## src/sv/mse_pkg.sv

```systemverilog
// Shared types and constants for the multi-stack engine.
// No dependencies; imported by every module of the block.
`timescale 1ns / 1ps
`default_nettype none
package mse_pkg;

   localparam int NUM_STACKS  = 8;
   localparam int STACK_DEPTH = 16;
   localparam int DATA_WIDTH  = 32;

   localparam int MEM_DEPTH  = NUM_STACKS * STACK_DEPTH;
   localparam int ADDR_W     = $clog2(MEM_DEPTH);
   localparam int DEPTH_W    = $clog2(STACK_DEPTH);
   localparam int FILL_W     = $clog2(STACK_DEPTH + 1);
   localparam int LIM_W      = 5;
   localparam int SIU_W      = 4;
   localparam int CSR_ADDR_W = 3;
   localparam int CSR_DATA_W = 32;

   localparam logic [SIU_W-1:0] SIU_RESET = 4'd8;
   localparam logic REG_STACKS_IN_USE = 1'b0;

   typedef enum logic [1:0] {
      FN_PUSH    = 2'd0,
      FN_POP     = 2'd1,
      FN_DISPLAY = 2'd2
   } func_type;

   typedef enum logic [1:0] {
      ST_OK      = 2'd0,
      ST_FULL    = 2'd1,
      ST_EMPTY   = 2'd2,
      ST_INVALID = 2'd3
   } status_type;

   typedef enum logic [1:0] {
      S_IDLE,
      S_DECODE,
      S_POP_RD,
      S_DISP
   } state_type;

   typedef struct packed {
      logic [1:0]         func;
      logic [2:0]         stack_sel;
      logic signed [31:0] push_value;
   } req_type;

   typedef struct packed {
      logic signed [31:0] result_value;
      logic [1:0]         status;
      logic               last;
   } rsp_type;

   typedef struct packed {
      logic       capture;
      logic       push_wr;
      logic       pop;
      logic       disp_load;
      logic       disp_step;
      logic       emit;
      logic       emit_data;
      logic       emit_last;
      status_type emit_status;
   } cmd_type;

   typedef struct packed {
      logic [1:0] func;
      logic       invalid;
      logic       empty;
      logic       full;
      logic       idx_zero;
   } sts_type;

endpackage
`default_nettype wire

```

## src/sv/mse_controller.sv

```systemverilog
// Sequencer for the multi-stack engine: decodes the captured item and
// drives the datapath commands. Depends on mse_pkg.
`timescale 1ns / 1ps
`default_nettype none
module mse_controller (
   input  logic             clock,
   input  logic             reset,
   input  logic             start,
   output logic             busy,
   input  mse_pkg::sts_type sts,
   output mse_pkg::cmd_type cmd
);
   import mse_pkg::*;

   state_type state_ff;
   state_type state_in;

   always_ff @(posedge clock) begin
      if (reset) begin
         state_ff <= S_IDLE;
      end else begin
         state_ff <= state_in;
      end
   end

   always_comb begin
      state_in = state_ff;
      unique case (state_ff)
         S_IDLE: begin
            if (start) begin
               state_in = S_DECODE;
            end
         end
         S_DECODE: begin
            state_in = S_IDLE;
            if (!sts.invalid && !sts.empty) begin
               if (sts.func == FN_POP) begin
                  state_in = S_POP_RD;
               end else if (sts.func == FN_DISPLAY) begin
                  state_in = S_DISP;
               end
            end
         end
         S_POP_RD: begin
            state_in = S_IDLE;
         end
         S_DISP: begin
            if (sts.idx_zero) begin
               state_in = S_IDLE;
            end
         end
         default: begin
            state_in = S_IDLE;
         end
      endcase
   end

   always_comb begin
      cmd = '0;
      cmd.emit_status = ST_OK;
      busy = (state_ff != S_IDLE);
      unique case (state_ff)
         S_IDLE: begin
            cmd.capture = start;
         end
         S_DECODE: begin
            cmd.emit_last = 1'b1;
            priority if (sts.func != FN_PUSH && sts.func != FN_POP
                         && sts.func != FN_DISPLAY) begin
               cmd.emit = 1'b0;
            end else if (sts.invalid) begin
               cmd.emit        = 1'b1;
               cmd.emit_status = ST_INVALID;
            end else if (sts.func == FN_PUSH) begin
               cmd.emit        = 1'b1;
               cmd.push_wr     = !sts.full;
               cmd.emit_status = sts.full ? ST_FULL : ST_OK;
            end else if (sts.empty) begin
               cmd.emit        = 1'b1;
               cmd.emit_status = ST_EMPTY;
            end else if (sts.func == FN_POP) begin
               cmd.pop = 1'b1;
            end else begin
               cmd.disp_load = 1'b1;
            end
         end
         S_POP_RD: begin
            cmd.emit      = 1'b1;
            cmd.emit_data = 1'b1;
            cmd.emit_last = 1'b1;
         end
         S_DISP: begin
            cmd.emit      = 1'b1;
            cmd.emit_data = 1'b1;
            cmd.emit_last = sts.idx_zero;
            cmd.disp_step = !sts.idx_zero;
         end
         default: begin
            cmd.emit = 1'b0;
         end
      endcase
   end

   a_push_legal: assert property (@(posedge clock) disable iff (reset)
      cmd.push_wr |-> (!sts.full && !sts.invalid))
      else $error("push write on full or invalid stack");

   a_step_bound: assert property (@(posedge clock) disable iff (reset)
      cmd.disp_step |-> !sts.idx_zero)
      else $error("display stepped below bottom of stack");

   a_data_state: assert property (@(posedge clock) disable iff (reset)
      (cmd.emit && cmd.emit_data) |-> (state_ff == S_POP_RD || state_ff == S_DISP))
      else $error("data result outside read states");

endmodule
`default_nettype wire

```

## config.mk

```make
export PLATFORM = sky130hd
export DESIGN_NAME = mse_controller
export DESIGN_NICKNAME = d
export VERILOG_FILES = /design/src/sv/mse_pkg.sv /design/src/sv/mse_controller.sv
export SDC_FILE = /design/constraint.sdc
export NUM_CORES = 1
export LEC_CHECK = 0
export ABC_AREA = 1
export BUFFER_PORTS_ARGS = -buffer_cell sky130_fd_sc_hd__clkbuf_2
export CAP_MARGIN = 20
export CORE_AREA = 4 4 41 43
export CTS_CLUSTER_DIAMETER = 80
export DETAILED_ROUTE_END_ITERATION = 7
export DIE_AREA = 0 0 45 47
export HOLD_SLACK_MARGIN = 0.06
export PLACE_DENSITY = 0.61
export SLEW_MARGIN = 20
export SYNTH_ARGS = -nofsm -noshare
export SYNTH_HDL_FRONTEND = slang
export SYNTH_SLANG_ARGS = --single-unit
```

## constraint.sdc

```tcl
create_clock -name clock -period 2.9 [get_ports clock]
set_input_delay 0 -clock clock [delete_from_list [all_inputs] [get_ports clock]]
set_output_delay 0 -clock clock [all_outputs]
set_load 0.01 [all_outputs]
```

==> results.md, run 1 <==
* Outcome: completed
* Max FFs per register at 2
* Clock latency on the worst-skew pair at 0.23 ns
* Post-DP HPWL at 686.8 µm
* Crit-path cells: inv_1, ha_1, nand2_2, inv_1, nand2_1, a21oi_2, clkbuf_2
* Total power at 0.2192 mW
* Gates resized, CTS repair at 0
* Final #Nets at 105
* Number of synthesized register bits at 2
* Pleak at 0.3495 nW
* Yosys top cell area share at 0.2885
* Diodes inserted at 0
* Fraction of layout cells with a size suffix above 1 at 0.3529
* DIE AREA at 0.002115 mm²
* Setup Fix Bufs, Post-CTS at 0
* Routability Congestion at 0.6501
* Most common cell on crit path: inv_1
* CP startpoint kind: register
* Remaining DRCs at 0
* Setup crit end kind: output port
* Peak supply drop at 167.8 µV
* CTS Buf Count at 3
* WP buf/inv at 3
* Htree depth at 1
* First-pass GRT wire length at 1338 µm
* Max-Cap Viols at 0
* Die X at 45 µm
* Core area at 0.001301 mm²
* Fmax at 711.7 MHz
* Avg Inst Size Synth at 6.296 µm²
* Tcrit/Tclk final at 0.4845
* Largest reg by FF count: state_ff
* Slew @ Worst Pin at 0.2184 ns
* Drt first pass iters at 2
* Initial DRC Count at 5
* Total Neg Setup Slack at 0 ns
* Fillers at 150
* Worst Skew at 0.005993 ns
* Critical path arrival at 1.41 ns
* Worst EP required at 2.90 ns
* Post-Synthesis Cell Area at 390.4 µm²
* Hold crit path type: in -> reg
* Sequential area share after synthesis at 0.1026
* RSZ-0062 raised after global routing: no
* Via count at 404
* Reg area at 40.04 µm²
* Post-synth top area cell: ha_1
* Clock transition at path regs at 0.03 ns
* Post-Route WL at 764 µm
* CP delay by family, top: buffers and inverters
* Clock Sinks at 2
* Slew HR at 0.8531
* Largest net degree at the start of global routing at 6
* Post-Synthesis Net Count at 80
* Antenna Nets Post-Route at 0
* GRT Total Usage at 0.08747
* Via density at 4.040
* I/O Pins at 20
* Max Slew Vio Count at 0
* Synthesis warning total at 0
* Layout area overhead at 37.50%
* Synth area leaders: ha_1 29%, inv_1 15%, nand2_1 13%
* Hold Vio Cnt, Final at 0
* Rows at 13
* Vias in the first global route at 341
* Worst Setup Path Type: reg -> out
* CP max FO at 5
* Initial Utilization at 0.3000
* Setup Viol. Count Final at 0
* Multi-input logic area at 290.3 µm²
* CTS tree: yes
* Die Ht at 47 µm
* Max Root-Sink Buffers at 2
* Pwr Density at 408.4 mW/mm²
* Worst path slowest cell: dfxtp_1
* IO buf count at 19
* Commonest non-fill, non-tap cell in the layout: clkbuf_2
* Wirelength per Cell at 7.640 µm
* Post-synthesis instance total at 62
* Final critical-path required period at 1.405 ns
* Slowest stage delay, CP at 0.31 ns
* Initial antenna violation count at 0
* Global route total overflow at 0
* Commonest cells after routing, fill and taps aside: 19 x clkbuf_2, 16 x inv_1, 14 x nand2_1
* Clock root buffer: clkbuf_4
* Top flop regs: state_ff: 2 flops
* Yosys cell types at 13
* Worst R2R Setup Slack at 1.74 ns
==> kinds of logic (layout without fill, tap and decap cells) <==
family | after synthesis | after routing | synth area share
flops | 2 | 2 | 0.1026
buf+inv | 16 | 39 | 0.1539
simple gates | 32 | 32 | 0.4070
fa+ha+maj | 9 | 9 | 0.2885
compound gates | 3 | 3 | 0.04808
==> timing repair <==
item / CTS / global route
hold buffers: 1 / 0
hold endpoints to repair: 2 / 0
setup endpoints to repair: 0 / 0
==> per-stage QoR <==
stage	cells	worst slack, ns	utilization	hold slack (ns)	cell area (µm²)
6_report	100	1.495	0.4125	0.2002	536.8
5_1_grt	100	1.340	0.4125	0.2480	536.8
4_1_cts	100	1.460	0.4125	0.2013	536.8
3_5_place_dp	96	1.700	0.3875	0.2540	504.2
3_3_place_gp	96	1.701	0.3875	0.2515	504.2
2_1_floorplan	62	1.803	-	0.05286	390.4
==> cell type report <==
class	instances	share of cell area
clock buffers	3	0.04196
inverters	16	0.1119
multi-input cells	44	0.5408
flip-flops and latches	2	0.07459
well taps	15	0.03497
repair buffers	20	0.1958
==> per-layer routing <==
| layer | up-vias | share of wire | GRT usage |
|---|---|---|---|
| met4 | 0 | 0.025 | 0.05263 |
| met2 | 10 | 0.48 | 0.1525 |
| li1 | 229 | - | - |
| met3 | 2 | 0.047 | 0.02299 |
| met1 | 163 | 0.44 | 0.09481 |
| met5 | - | 0 | 0 |
==> cell usage after synthesis, drive strengths merged <==
master  number
a21oi        3
dfxtp        2
ha           9
inv         16
nand2       18
nor2        11
nor3         1
nor4         2
==> tightest hold or removal path, delay by kind of cell <==
family	cells	cell delay, ns
buf+inv	1	0.11
simple gates	5	0.26
==> worst paths after layout <==
kind,from,to,cells past startpoint
setup / recovery,state_ff[1],cmd[4],7
hold / removal,sts[2],state_ff[1],6
setup reg to reg,state_ff[0],state_ff[1],7
hold reg to reg,state_ff[0],state_ff[0],4
==> power breakdown <==
part           total (mW)  switching (mW)  internal (mW)
registers          0.0360         0.00345         0.0325
logic               0.121          0.0729         0.0485
clock network      0.0619          0.0162         0.0456
total               0.219          0.0926          0.127
(Power assumes the default switching activity.)
==> inputs of run 2 (changes only) <==
==> constraint.sdc (replaced) <==
create_clock -name clock -period 1.3 [get_ports clock]
set_input_delay 0 -clock clock [delete_from_list [all_inputs] [get_ports clock]]
set_output_delay 0 -clock clock [all_outputs]
set_load 0.01 [all_outputs]
==> run 2 against run 1 <==
Net effect:
- largest cell class unchanged
- combinational power grew to 2.6 times the previous value
- sequential share of layout area is 0.18 points lower
- critical path type unchanged
- cell count is 2.0% higher
- design area is 8.9% higher
- sequential cell count stayed put
==> results.md, run 2 (same netlist as run 1, synthesis figures left out) <==
* Worst R2R Path Depth at 7 (unchanged)
* I/O Pins at 20 (unchanged)
* Critical path arrival at 1.22 ns (-0.19 ns)
* Clock Sinks at 2 (unchanged)
* Top flop regs: state_ff: 2 flops
* Clock group share of total power at 0.240 (-0.042)
* Largest net degree at the start of global routing at 6 (unchanged)
* Via count at 426 (+5.4%)
* Final #Nets at 107 (+1.9%)
* Vias in the first global route at 365 (+7.0%)
* Max Slew Vio Count at 0 (unchanged)
* Hold Slack at 0.1963 ns (-0.003817 ns)
* Hold Vio Cnt, Final at 0 (unchanged)
* Antenna Nets Post-Route at 0 (unchanged)
* Slew HR at 0.8588 (+0.005707)
* Global route total overflow at 0 (unchanged)
* Remaining DRCs at 0 (unchanged)
* Reg2reg start: state_ff[0]
* Clock root buffer: clkbuf_4
* Outcome: completed
* Post-DP HPWL at 704.1 µm (+2.5%)
* Diodes inserted at 0 (unchanged)
* Worst R2R Setup Slack at 0.17 ns (-1.57 ns)
* Multi-input logic area at 317.8 µm² (+9.5%)
* Sw Ratio at 0.4151 (-0.007133)
* Routability Congestion at 0.6449 (-0.80%)
* Core area at 0.001301 mm² (unchanged)
* Total Neg Setup Slack at 0 ns (unchanged)
* Initial DRC Count at 1 (-4)
* Worst R2R End: state_ff[1]
* Initial antenna violation count at 0 (unchanged)
* CP max FO at 4 (-1)
* Post-layout util at 0.4490 (+0.03654)
* Commonest non-fill, non-tap cell in the layout: clkbuf_2
* Rows at 13 (unchanged)
* Net switching power at 0.2212 mW (+140%)
* Finished Layout Cells at 102 (+2.0%)
* RSZ-0062 raised after global routing: no
* Htree depth at 1 (unchanged)
* Max FFs per register at 2 (unchanged)
* Fraction of layout cells with a size suffix above 1 at 0.4598 (+0.1068)
* Via density at 4.176 (+3.4%)
* Slew @ Worst Pin at 0.2099 ns (-0.008483 ns)
* IO buf count at 19 (unchanged)
* Reg area at 42.54 µm² (+6.2%)
* Die Ht at 47 µm (unchanged)
* Peak supply drop at 361.9 µV (+120%)
* Die X at 45 µm (unchanged)
* Worst EP required at 1.30 ns (-1.60 ns)
* Setup crit end kind: output port
* Max-Cap Viols at 0 (unchanged)
* Setup WS post-layout at 0.07774 ns (-1.417 ns)
* Wirelength per Cell at 8.167 µm (+6.9%)
* Fmax at 818.2 MHz
* Placed Cells incl. Taps at 96 (unchanged)
* Setup Viol. Count Final at 0 (unchanged)
* Tcrit/Tclk final at 0.9402
* Hold Path Origin: sts[2]
* Hold crit path type: in -> reg
* DIE AREA at 0.002115 mm² (unchanged)
* Worst hold path depth at 6 (unchanged)
* Worst Setup Path Type: reg -> out
* First-pass GRT wire length at 1352 µm (+1.0%)
* Commonest cells after routing, fill and taps aside: 18 x clkbuf_2, 14 x nand2_1, 13 x inv_1
* CP startpoint kind: register
* Initial Utilization at 0.3000 (unchanged)
* Pleak at 0.3636 nW (+4.0%)
* Clock transition at path regs at 0.03 ns (about the same)
* Post-Route WL at 833 µm (+9.0%)
* Largest reg by FF count: state_ff
* Drt first pass iters at 2 (unchanged)
* Logic pwr share at 0.594 (+0.040)
* Worst Hold End: state_ff[1]
* CTS tree: yes
* Layout area overhead at 49.68%
* Sequential share of power at 0.166 (+0.002)
* Pwr Density at 911.9 mW/mm² (+120%)
* Place WS at 0.1035 ns (-1.597 ns)
* Max Root-Sink Buffers at 2 (unchanged)
* Internal power at 0.3117 mW (+150%)
* Clock latency on the worst-skew pair at 0.21 ns (-0.02 ns)
* Worst Skew at 0.0009092 ns (-0.005084 ns)
* Final critical-path required period at 1.222 ns
* CTS Buf Count at 3 (unchanged)
* Fillers at 138 (-8.0%)
* GRT Total Usage at 0.08589 (-0.001576)
[run 2: changes by cell type in the layout (fill, tap and decap cells not counted), moves of 2 or more]
cell     before  now
dfxtp_1       2    0
dfxtp_2       0    2
buf_4         0    2
inv_1        16   13
inv_2         0    2
[run 2: cell type report]
cell class                      count  share of cell area
Multi-Input combinational cell     44              0.5439
Tap cell                           15             0.03212
Clock buffer                        3             0.03854
Sequential cell                     2             0.07281
Timing Repair Buffer               22              0.2056
Inverter                           16              0.1071
[run 2: stage by stage]
| step | power [mW] | cell area (µm²) |
|---|---|---|
| floorplan | 0.2694 | 390.4 |
| global placement | 0.3545 | 504.2 |
| detailed placement | 0.3566 | 504.2 |
| CTS | 0.5072 | 550.5 |
| global route | 0.5872 | 584.3 |
| finish | 0.5328 | 584.3 |
[run 2: power groups by stage]
stage          Sequential [mW]  Combinational (mW)  Clock (mW)
4_1_cts                 0.0864               0.288       0.133
5_1_grt                 0.0901               0.357       0.140
6_report                0.0887               0.316       0.128
3_5_place_dp            0.0814               0.275           0
2_1_floorplan           0.0799               0.189           0
3_3_place_gp            0.0810               0.273           0
[run 2: critical path, stage by stage (launching register included)]
cell	delay (ns)
dfxtp_2	0.35
inv_2	0.06
ha_1	0.30
a21oi_2	0.12
nor2_1	0.05
clkbuf_2	0.12
[run 2: per-layer routing]
metal | track usage | routed length [µm] | up-vias
met3 | 0.02682 | 36 | 0
met2 | 0.1638 | 434 | 6
li1 | - | - | 234
met5 | 0 | 0 | -
met1 | 0.08578 | 362 | 186
met4 | 0.03509 | 0 | 0
[run 2: how the worst max path moves through the flow]
stage / slack, ns / end / start
finish: 0.08 / cmd[2] / state_ff[0]
global route: 0.01 / cmd[2] / state_ff[0]
CTS: 0.02 / cmd[4] / state_ff[1]
detailed placement: 0.10 / cmd[4] / state_ff[1]
global placement: 0.10 / cmd[4] / state_ff[1]
floorplan: 0.20 / state_ff[1] / state_ff[0]
[run 2: timing repair]
item / CTS / global route
hold buffers: 1 / 0
resized for setup: 4 / 8
buffers inserted: 0 / 2
pin swaps: 0 / 1
setup endpoints to repair: 6 / 5
endpoints found under the hold margin: 2 / 0
